## config.mk

```make
export PLATFORM = sky130hd
export DESIGN_NAME = lru_block_buffer_cache_core
export DESIGN_NICKNAME = d
export VERILOG_FILES = /design/src/rtl/lbc_pkg.sv /design/src/rtl/lru_block_buffer_cache_core.sv /design/src/rtl/lbc_cell.sv /design/src/rtl/lbc_ctrl.sv
export SDC_FILE = /design/constraint.sdc
export NUM_CORES = 2
export LEC_CHECK = 0
export BUFFER_PORTS_ARGS = -buffer_cell sky130_fd_sc_hd__buf_2
export CORE_ASPECT_RATIO = 1.25
export CORE_MARGIN = 5
export CORE_UTILIZATION = 47
export DETAILED_ROUTE_END_ITERATION = 12
export GPL_ROUTABILITY_DRIVEN = 0
export HOLD_SLACK_MARGIN = 0.02
export PLACE_DENSITY = 0.64
export SYNTH_ARGS = -nofsm -noshare
export SYNTH_HDL_FRONTEND = slang
export SYNTH_SLANG_ARGS = --single-unit
```

## constraint.sdc

```tcl
create_clock -name clk -period 16.5 [get_ports clk]
set_clock_uncertainty 0.2 [all_clocks]
set_input_delay 0.825 -clock clk [delete_from_list [all_inputs] [get_ports clk]]
set_output_delay 0.825 -clock clk [all_outputs]
set_load 0.02 [all_outputs]
```

## src/rtl/lbc_pkg.sv

```systemverilog
// Package for the LRU block buffer cache core.
// Holds the slot count, the request/result structs, the slot entry type and codes.
// Used by every file in rtl/; depends on nothing.
package lbc_pkg;

  localparam int SLOTS     = 32;
  localparam int SLOT_W    = $clog2(SLOTS);
  localparam int COUNT_MAX = 255;

  typedef enum logic [1:0] {
    KIND_GET     = 2'd0,
    KIND_RELEASE = 2'd1,
    KIND_WRITE   = 2'd2,
    KIND_DONE    = 2'd3
  } kind_t;

  typedef enum logic [1:0] {
    REQ_NONE  = 2'd0,
    REQ_READ  = 2'd1,
    REQ_WRITE = 2'd2
  } disk_req_t;

  typedef enum logic [1:0] {
    ST_OK      = 2'd0,
    ST_NO_FREE = 2'd1,
    ST_UNREF   = 2'd2,
    ST_FULL    = 2'd3
  } status_t;

  typedef struct packed {
    logic [1:0]  kind;
    logic [3:0]  device;
    logic [23:0] block_number;
    logic [4:0]  slot_index;
  } req_t;

  typedef struct packed {
    logic [4:0] slot;
    logic       hit;
    logic [1:0] disk_request;
    logic [1:0] status;
  } result_t;

  // One buffer slot as it travels around the ring of cells.
  typedef struct packed {
    logic [SLOT_W-1:0] sid;
    logic [3:0]        dev;
    logic [23:0]       blk;
    logic              valid;
    logic              dirty;
    logic [7:0]        count;
  } entry_t;

  // Control from the sequencer to the ring.
  typedef struct packed {
    logic   shift;
    entry_t tail;
  } ring_ctl_t;

  function automatic logic [4:0] slot_field(input logic [SLOT_W-1:0] sid);
    logic [31:0] w;
    w = 32'(sid);
    return w[4:0];
  endfunction

endpackage

```

## src/rtl/lru_block_buffer_cache_core.sv

```systemverilog
// Top level of the LRU block buffer cache: a ring of lbc_cell slots in recency
// order and the lbc_ctrl sequencer. Depends on lbc_pkg, lbc_cell and lbc_ctrl.
//
//   channel   ports                   direction  handshake
//   request   start, busy, req        in         taken when start is high and busy low
//   result    done, result            out        one-cycle strobe, no back-pressure
//
// Every in-range request takes a search rotation of the single ring of cells, a decision
// step and, when the store changes, a write-back rotation; busy stays high meanwhile.
// Synchronous reset puts the highest slot at the front with all tags and marks clear.
// The receiver cannot stall: each result is shown for exactly one cycle.
module lru_block_buffer_cache_core (
  input  logic              clk,
  input  logic              rst,
  input  logic              start,
  input  lbc_pkg::req_t     req,
  output logic              busy,
  output logic              done,
  output lbc_pkg::result_t  result
);

  lbc_pkg::entry_t    ring [lbc_pkg::SLOTS];
  lbc_pkg::ring_ctl_t ctl;

  for (genvar i = 0; i < lbc_pkg::SLOTS; i++) begin : g_cell
    lbc_pkg::entry_t nbr;
    if (i == lbc_pkg::SLOTS - 1) begin : g_tail
      assign nbr = ctl.tail;
    end else begin : g_body
      assign nbr = ring[i+1];
    end
    lbc_cell u_cell (
      .clk      (clk),
      .rst      (rst),
      .shift    (ctl.shift),
      .init_sid (lbc_pkg::SLOT_W'(lbc_pkg::SLOTS - 1 - i)),
      .nbr      (nbr),
      .q        (ring[i])
    );
  end

  lbc_ctrl u_ctrl (
    .clk    (clk),
    .rst    (rst),
    .start  (start),
    .req    (req),
    .head   (ring[0]),
    .busy   (busy),
    .done   (done),
    .result (result),
    .ctl    (ctl)
  );

endmodule

```

## src/rtl/lbc_cell.sv

```systemverilog
// One cell of the recency ring: holds the slot at one recency position.
// Depends on lbc_pkg for the entry type.
module lbc_cell (
  input  logic                      clk,
  input  logic                      rst,
  input  logic                      shift,
  input  logic [lbc_pkg::SLOT_W-1:0] init_sid,
  input  lbc_pkg::entry_t           nbr,
  output lbc_pkg::entry_t           q
);

  always_ff @(posedge clk) begin
    if (rst) begin
      q.sid   <= init_sid;
      q.dev   <= '0;
      q.blk   <= '0;
      q.valid <= 1'b0;
      q.dirty <= 1'b0;
      q.count <= '0;
    end else if (shift) begin
      q <= nbr;
    end
  end

endmodule

```

## src/rtl/lbc_ctrl.sv

```systemverilog
// Sequencer for the LRU block buffer cache: scans the ring once to search,
// then, if the store changes, rotates it once more to write the change back. Depends on lbc_pkg.
module lbc_ctrl (
  input  logic                clk,
  input  logic                rst,
  input  logic                start,
  input  lbc_pkg::req_t       req,
  input  lbc_pkg::entry_t     head,
  output logic                busy,
  output logic                done,
  output lbc_pkg::result_t    result,
  output lbc_pkg::ring_ctl_t  ctl
);

  typedef enum logic [3:0] {
    S_IDLE   = 4'b0001,
    S_SCAN   = 4'b0010,
    S_DECIDE = 4'b0100,
    S_APPLY  = 4'b1000
  } state_t;

  typedef enum logic [1:0] {
    MODE_NONE,
    MODE_EDIT,
    MODE_FRONT
  } mode_t;

  localparam logic [lbc_pkg::SLOT_W-1:0] LAST = lbc_pkg::SLOT_W'(lbc_pkg::SLOTS - 1);

  state_t                      state;
  lbc_pkg::req_t               op;
  logic [lbc_pkg::SLOT_W-1:0]  k;
  logic                        m_found;
  logic [lbc_pkg::SLOT_W-1:0]  m_pos;
  lbc_pkg::entry_t             m_ent;
  logic                        v_found;
  logic [lbc_pkg::SLOT_W-1:0]  v_pos;
  lbc_pkg::entry_t             v_ent;
  mode_t                       mode;
  logic [lbc_pkg::SLOT_W-1:0]  tpos;
  lbc_pkg::entry_t             newent;
  lbc_pkg::entry_t             hold;

  mode_t                       d_mode;
  logic [lbc_pkg::SLOT_W-1:0]  d_pos;
  lbc_pkg::entry_t             d_ent;
  lbc_pkg::result_t            d_res;

  logic                        tag_match;
  logic                        sid_match;
  logic                        eligible;
  logic                        out_of_range;

  assign busy = (state != S_IDLE);

  assign tag_match    = (head.dev == op.device) && (head.blk == op.block_number);
  assign sid_match    = (32'(head.sid) == 32'(op.slot_index));
  assign eligible     = (head.count == 8'd0) && !head.dirty;
  assign out_of_range = (req.kind != lbc_pkg::KIND_GET) &&
                        (32'(req.slot_index) >= 32'(lbc_pkg::SLOTS));

  // Ring feed: plain rotation, except where the change is written back.
  always_comb begin
    ctl.shift = (state == S_SCAN) || (state == S_APPLY);
    ctl.tail  = head;
    if (state == S_APPLY) begin
      if (mode == MODE_EDIT) begin
        if (k == tpos) ctl.tail = newent;
      end else if (mode == MODE_FRONT) begin
        // Move to front: the target goes first, the ones ahead of it slide back one.
        if (k == '0) ctl.tail = newent;
        else if (k <= tpos) ctl.tail = hold;
      end
    end
  end

  // Outcome of the search, worked out from the snapshots taken during the scan.
  always_comb begin
    d_mode             = MODE_NONE;
    d_pos              = m_pos;
    d_ent              = m_ent;
    d_res.slot         = lbc_pkg::slot_field(m_ent.sid);
    d_res.hit          = 1'b0;
    d_res.disk_request = lbc_pkg::REQ_NONE;
    d_res.status       = lbc_pkg::ST_OK;
    case (op.kind)
      lbc_pkg::KIND_GET: begin
        if (m_found) begin
          d_res.hit = 1'b1;
          if (32'(m_ent.count) >= 32'(lbc_pkg::COUNT_MAX)) begin
            d_res.status = lbc_pkg::ST_FULL;
          end else begin
            d_mode       = MODE_EDIT;
            d_ent.count  = m_ent.count + 8'd1;
            d_res.disk_request = m_ent.valid ? lbc_pkg::REQ_NONE : lbc_pkg::REQ_READ;
          end
        end else if (v_found) begin
          d_mode             = MODE_EDIT;
          d_pos              = v_pos;
          d_ent.sid          = v_ent.sid;
          d_ent.dev          = op.device;
          d_ent.blk          = op.block_number;
          d_ent.valid        = 1'b0;
          d_ent.dirty        = 1'b0;
          d_ent.count        = 8'd1;
          d_res.slot         = lbc_pkg::slot_field(v_ent.sid);
          d_res.disk_request = lbc_pkg::REQ_READ;
        end else begin
          d_res.slot   = 5'd0;
          d_res.status = lbc_pkg::ST_NO_FREE;
        end
      end
      lbc_pkg::KIND_RELEASE: begin
        if (m_ent.count == 8'd0) begin
          d_res.status = lbc_pkg::ST_UNREF;
        end else begin
          d_ent.count = m_ent.count - 8'd1;
          d_mode      = (m_ent.count == 8'd1) ? MODE_FRONT : MODE_EDIT;
        end
      end
      lbc_pkg::KIND_WRITE: begin
        d_mode             = MODE_EDIT;
        d_ent.dirty        = 1'b1;
        d_res.disk_request = lbc_pkg::REQ_WRITE;
      end
      default: begin
        d_mode      = MODE_EDIT;
        d_ent.valid = 1'b1;
        d_ent.dirty = 1'b0;
      end
    endcase
  end

  always_ff @(posedge clk) begin
    if (rst) begin
      state <= S_IDLE;
      done  <= 1'b0;
      k     <= '0;
      mode  <= MODE_NONE;
    end else begin
      unique case (state)
        S_IDLE: begin
          done <= start && out_of_range;
          if (start) begin
            op      <= req;
            k       <= '0;
            m_found <= 1'b0;
            v_found <= 1'b0;
            if (out_of_range) begin
              result.slot         <= req.slot_index;
              result.hit          <= 1'b0;
              result.disk_request <= lbc_pkg::REQ_NONE;
              result.status       <= lbc_pkg::ST_OK;
            end else begin
              state <= S_SCAN;
            end
          end
        end
        S_SCAN: begin
          done <= 1'b0;
          // The head shows recency position k in this cycle.
          if (op.kind == lbc_pkg::KIND_GET) begin
            if (!m_found && tag_match) begin
              m_found <= 1'b1;
              m_pos   <= k;
              m_ent   <= head;
            end
            // The last eligible slot seen is the least recent one.
            if (eligible) begin
              v_found <= 1'b1;
              v_pos   <= k;
              v_ent   <= head;
            end
          end else if (sid_match) begin
            m_found <= 1'b1;
            m_pos   <= k;
            m_ent   <= head;
          end
          if (k == LAST) begin
            k     <= '0;
            state <= S_DECIDE;
          end else begin
            k <= k + 1'b1;
          end
        end
        S_DECIDE: begin
          mode   <= d_mode;
          tpos   <= d_pos;
          newent <= d_ent;
          result <= d_res;
          if (d_mode == MODE_NONE) begin
            done  <= 1'b1;
            state <= S_IDLE;
          end else begin
            done  <= 1'b0;
            state <= S_APPLY;
          end
        end
        S_APPLY: begin
          hold <= head;
          if (k == LAST) begin
            k     <= '0;
            done  <= 1'b1;
            state <= S_IDLE;
          end else begin
            k    <= k + 1'b1;
            done <= 1'b0;
          end
        end
        default: begin
          done  <= 1'b0;
          state <= S_IDLE;
        end
      endcase
    end
  end

endmodule

```

Yosys cells after proc, flatten, opt, wreduce, memory -nomap -nowiden
Cells that the tools add are included.
Word-level totals
  output and inout port bits: 12
  flip-flop bits (word level): 1584
  input bits: 38
Cells by class
  add/sub/neg operators: 3
  multiplexer cells: 61
  magnitude comparators: 2
  equality and inequality tests: 23
  bitwise gates (word level): 1
  reductions and logical operators: 25
Operator list (number)
  $mux 43: 10
  $mux 5: 10
  $mux 35: 1
  $mux 33: 1
  $eq 24x24->1: 1
  $mux 8: 3
  $mux 4: 5
  $logic_not 8->1: 2
  $pmux 4 s4: 1
  $pmux 8 s2: 1
  $mux 1: 13
  $mux 2: 6
  $pmux 2 s2: 3
  $eq 5x5->1: 2
  $ne 2x2->1 const B: 5
  $pmux 5 s2: 1
  $reduce_and 5->1: 2
  $add 8x1->8 const B: 1
  $eq 8x1->1 const B: 1
  $ge 8x8->1 const B: 1
  $pmux 1 s2: 4
  $reduce_and 4->1: 2
  $sub 8x1->8 const B: 1
  $mux 6: 1
  other kinds (25): 37

Longest topological paths before layout
  depth after elaboration: 7
  gate-level depth with buffers: 10
  mapped depth without buffers: 8

Modules after synthesis
A second synthesis with hierarchy kept.
Second synthesis, totals
  cell total of the unflattened synthesis: 5225
  area total of the unflattened synthesis: 61350.1 um2
By module, submodules not included
  lbc_cell: area an instance 1620.3 um2, instances 32, cells each 138
  lbc_ctrl: area an instance 9492.9 um2, instances 1, cells each 807
  lru_block_buffer_cache_core: area an instance 7.5 um2, instances 1, cells each 2

Worst setup path after synthesis
OpenSTA, ideal clock, no wires.
  path type: reg-to-reg
  from: reg u_ctrl.op[33] (netlist name)
  to: reg u_ctrl.m_ent[0] (netlist name) (enable)
  clock period less this slack: 5587 ps
  arrival: 4861 ps
  data required time: 15774 ps
  cell stages (with the launch flop): 8
  path buffers: 1
  setup time: 526 ps
  path slack: 10913 ps
  cells stage by stage: edfxtp_1 > inv_1 > ha_1 > nand2b_1 > clkbuf_1 > nor3_1 > nand4_1 > a211oi_1
Between the ends
  longest elaborated chain between the ends: 3
  elaborated cells between the ends (all ways): 4
  classes of those cells: 1 x eq/ne; 3 x reduce/logical
Ends and longest elaborated chain
  from (decl): line lbc_ctrl.sv:31  | lbc_pkg::req_t op;
  from (signal assigned): line lbc_ctrl.sv:145  | op <= req;
  $logic_not 2->1 *: line lbc_ctrl.sv:162  | if (op.kind == lbc_pkg::KIND_GET) begin
  $ne 2x2->1 (no source line) or $reduce_bool 2->1 (tied branches)
  $reduce_and 4->1 (no source line) *
  to (signal assigned): line lbc_ctrl.sv:166  | m_ent <= head;
  to (signal assigned): line lbc_ctrl.sv:177  | m_ent <= head;
  to (decl): line lbc_ctrl.sv:35  | lbc_pkg::entry_t m_ent;
Mark *: on every way between the ends. The rest lies on a longest branch, timed or not.
A chain may end at the register's enable or synchronous reset.

Worst setup path after layout
  from: reg u_ctrl.state[1]
  to: reg g_cell[15].u_cell.q[28] (netlist name)
Between the ends
  longest elaborated chain between the ends: 2
  elaborated cells between the ends (all ways): 3
  classes of those cells: 2 x eq/ne; 1 x reduce/logical
Ends and longest elaborated chain
  from (decl): line lbc_ctrl.sv:30  | state_t state;
  from (signal assigned): line lbc_ctrl.sv:136  | state <= S_IDLE;
  from (signal assigned): line lbc_ctrl.sv:155  | state <= S_SCAN;
  from (signal assigned): line lbc_ctrl.sv:181  | state <= S_DECIDE;
  $eq 4x2->1 or $eq 4x4->1 (tied branches): line lbc_ctrl.sv:64  | ctl.shift = (state == S_SCAN) || (state == S_APPLY);
  $logic_or 1x1->1 *: line lbc_ctrl.sv:64
  to (signal assigned): line lbc_cell.sv:21  | q <= nbr;
  to (decl): line lbc_cell.sv:9  | output lbc_pkg::entry_t q
Marks and branches as above.

==> out/qor.txt <==
WHS - 0.07612 ns
Final Net Count - 6486
Chip width - 319.0 um
CP startpoint - u_ctrl.state[1]
Drt pass-1 iters - 7
Largest net degree at the start of global routing - 260
WL met1 - 52.24 mm
Startpoint Class - register
Post-Syn Nets - 6691
Crit-path max FO - 211
Crit path cell chain - xor2_1 -> and2_4 -> buf_12 -> buf_4 -> buf_4 -> nand2_1 -> a21oi_1
# H-tree levels - 4
Cts hold-fix bufs - 31
Antenna Diode Count - 0
Worst hold path class - in2reg
Sequential element share of the synthesized area - 60.03%
Synth Cell Area - 56090 sq um
Met3 wire length - 4.390 mm
Root Buffer - clkbuf_16
Power per Cell Area - 124.3 nW/um^2
Row cnt - 141
Warnings, synthesis - 0
Period utilization - 28.33%
RSZ-0062 raised after global routing - false
Max rail drop VDD - 0.1014 mV
GRT Total Usage - 17.31%
Hold_sp - req[34]
CTS Buffer Depth - 3
Crit-path max cell delay - 0.99 ns
Avg Inst Size Synth - 8.451 sq um
Worst Tran Pin Value - 1.202 ns
Slowest cell on crit path - buf_4
Clk pin slew, worst setup/hold paths - 0.06 ns
Clock latency on the worst-skew pair - 0.77 ns
Worst Path Arrival - 5.15 ns
# Max-Cap Violations - 0
WP data required - 16.98 ns
RR Startpoint - u_ctrl.state[1]
Antenna viol nets, final - 0
DR WL met2 - 54.81 mm
Number of synthesized flops with an enable pin - 196
CTS tree - done
Initial Util - 47.38%
DRT iter0 DRCs - 3222
Fmax - 213.9 MHz
Via Count - 41930
Highest Signal Layer - met4
Total power draw - 7.751 mW
Setup slack, reg-to-reg - 11.83 ns
Top_reg_cell synth - dfxtp_1
Hold Vio Cnt, Final - 0
Per-cell routed wire length - 14.06 um
Vias in the first global route - 38120
Placed cells - 7816
Cell Count, Final, Fillers Out - 8131
Final Setup Violations - 0
Critical path class - reg2reg
WL final - 114.3 mm
Overflow after GRT - 0
DRC - 0
Setup TNS - 0 ns
Die extent in y - 396.2 um
Status - finished, final reports clean
FF+latch count, synth - 1584
IO Port Bufs - 49
Number of buffers created by CTS - 156
Global-route wire length before repair - 188.7 mm
Async S/R FF share, synth - 0%
P&R area growth vs syn - 11.20%
Post-cts resize count - 0
Synth cell types - 59
Share of cells above drive strength 1 - 6.099%
Pleak - 20.60 nW
Commonest cells after routing, fill and taps aside - nand2_1, dfxtp_1, a21oi_1
Postcts setup bufs - 0
CTS sink cnt - 1584
Initial antenna violation count - 0
Full die area - 126400 sq um
CORE AREA - 118400 sq um
Post-Synthesis Cells - 6637
Filler cells - 10980
Drt via density - 5.157
HPWL after detailed placement - 62.44 mm
Slew Limit Fails - 0
Final min period - 4.675 ns
Ports - 50
Setup crit end kind - register
Most Frequent Cell on Critical Path - buf_4
Commonest non-fill, non-tap cell in the layout - nand2_1
Slew margin rel. - 19.89%
## Yosys cell counts, drive strengths merged (7+ instances only)
| cell type | count | area [sq um] |
|---|---|---|
| ha | 16 | 200.2 |
| nand3 | 16 | 80.08 |
| clkbuf | 363 | 1363 |
| nand2 | 2800 | 10510 |
| and2 | 7 | 43.79 |
| o21ai | 23 | 115.1 |
| nor3 | 10 | 50.05 |
| nor4 | 11 | 68.82 |
| a221oi | 9 | 78.83 |
| a211oi | 35 | 262.8 |
| inv | 58 | 217.7 |
| mux2i | 16 | 160.2 |
| edfxtp | 196 | 5886 |
| o22ai | 33 | 206.5 |
| buf | 127 | 643.1 |
| xnor2 | 23 | 201.4 |
| nor2 | 19 | 71.32 |
| nand3b | 84 | 630.6 |
| dfxtp | 1388 | 27790 |
| a21oi | 1271 | 6361 |
| nand4 | 8 | 50.05 |
| xor2 | 11 | 96.34 |
| o221a | 35 | 394.1 |
## flip-flops by register name, indices dropped and copies added (netlist names)
signal	cells
g_cell.u_cell.q	1376
u_ctrl.done	1
u_ctrl.hold	43
u_ctrl.k	5
u_ctrl.m_ent	43
u_ctrl.m_found	1
u_ctrl.m_pos	5
u_ctrl.mode	2
u_ctrl.newent	43
u_ctrl.op	35
u_ctrl.result	10
u_ctrl.state	4
u_ctrl.tpos	5
u_ctrl.v_ent	5
u_ctrl.v_found	1
u_ctrl.v_pos	5
## metrics by stage
stage	cell area, sq um	util (%)	setup slack, ns
2_1_floorplan	56090	-	10.91
3_3_place_gp	56790	47.98	11.86
3_5_place_dp	56790	47.98	11.82
4_1_cts	62370	52.69	11.77
5_1_grt	62370	52.69	11.40
6_report	62370	52.69	11.83
## layer usage
metal	vias up	global-route usage (%)
met2	595	28.82
met1	19870	23.21
met3	192	2.905
met4	0	5.508
met5	-	0
li1	21270	-
## report_power, final
| part | internal (mW) | switching, mW | total [mW] | leakage [nW] |
|---|---|---|---|---|
| registers | 3.92 | 0.0172 | 3.94 | 13.0 |
| clock network | 2.12 | 1.48 | 3.60 | 2.61 |
| logic | 0.0454 | 0.173 | 0.218 | 5.02 |
| total | 6.08 | 1.67 | 7.75 | 20.6 |
## critical path: cells and delay by family, from the launching register on
family                    cells  cell delay [ns]
AOI/OAI and AO/OA             1             0.15
xor gates and xnor gates      1             0.30
buffers and inverters         3             2.28
DFF                           1             0.44
and+or+nand+nor               2             0.98
## area by class of cell
type / instances / area [sq um] / area share, %
clock buffers: 226 / 4559 / 7.310
flip-flops and latches: 1584 / 33670 / 53.99
well taps: 1573 / 1968 / 3.155
inverters: 58 / 217.7 / 0.3490
clock inverters: 58 / 708.2 / 1.135
multi-input cells: 4505 / 20270 / 32.49
repair buffers: 127 / 980.9 / 1.573
## kinds of logic after synthesis
logic type,Yosys count,share of synthesized area (%)
buf+inv,548,3.964
fa+ha+maj,16,0.3569
simple gates,2994,21.02
compound gates,1445,13.81
xor+xnor,34,0.5309
flops,1584,60.03
mux,16,0.2855
## worst paths after layout
check / end / depth (start not counted)
setup reg to reg: g_cell[15].u_cell.q[28] / 7
hold reg to reg: g_cell[6].u_cell.q[11] / 2
setup / recovery: g_cell[15].u_cell.q[28] / 7
hold / removal: u_ctrl.op[34] / 1
No activity file was read; power rests on OpenSTA's default activity.
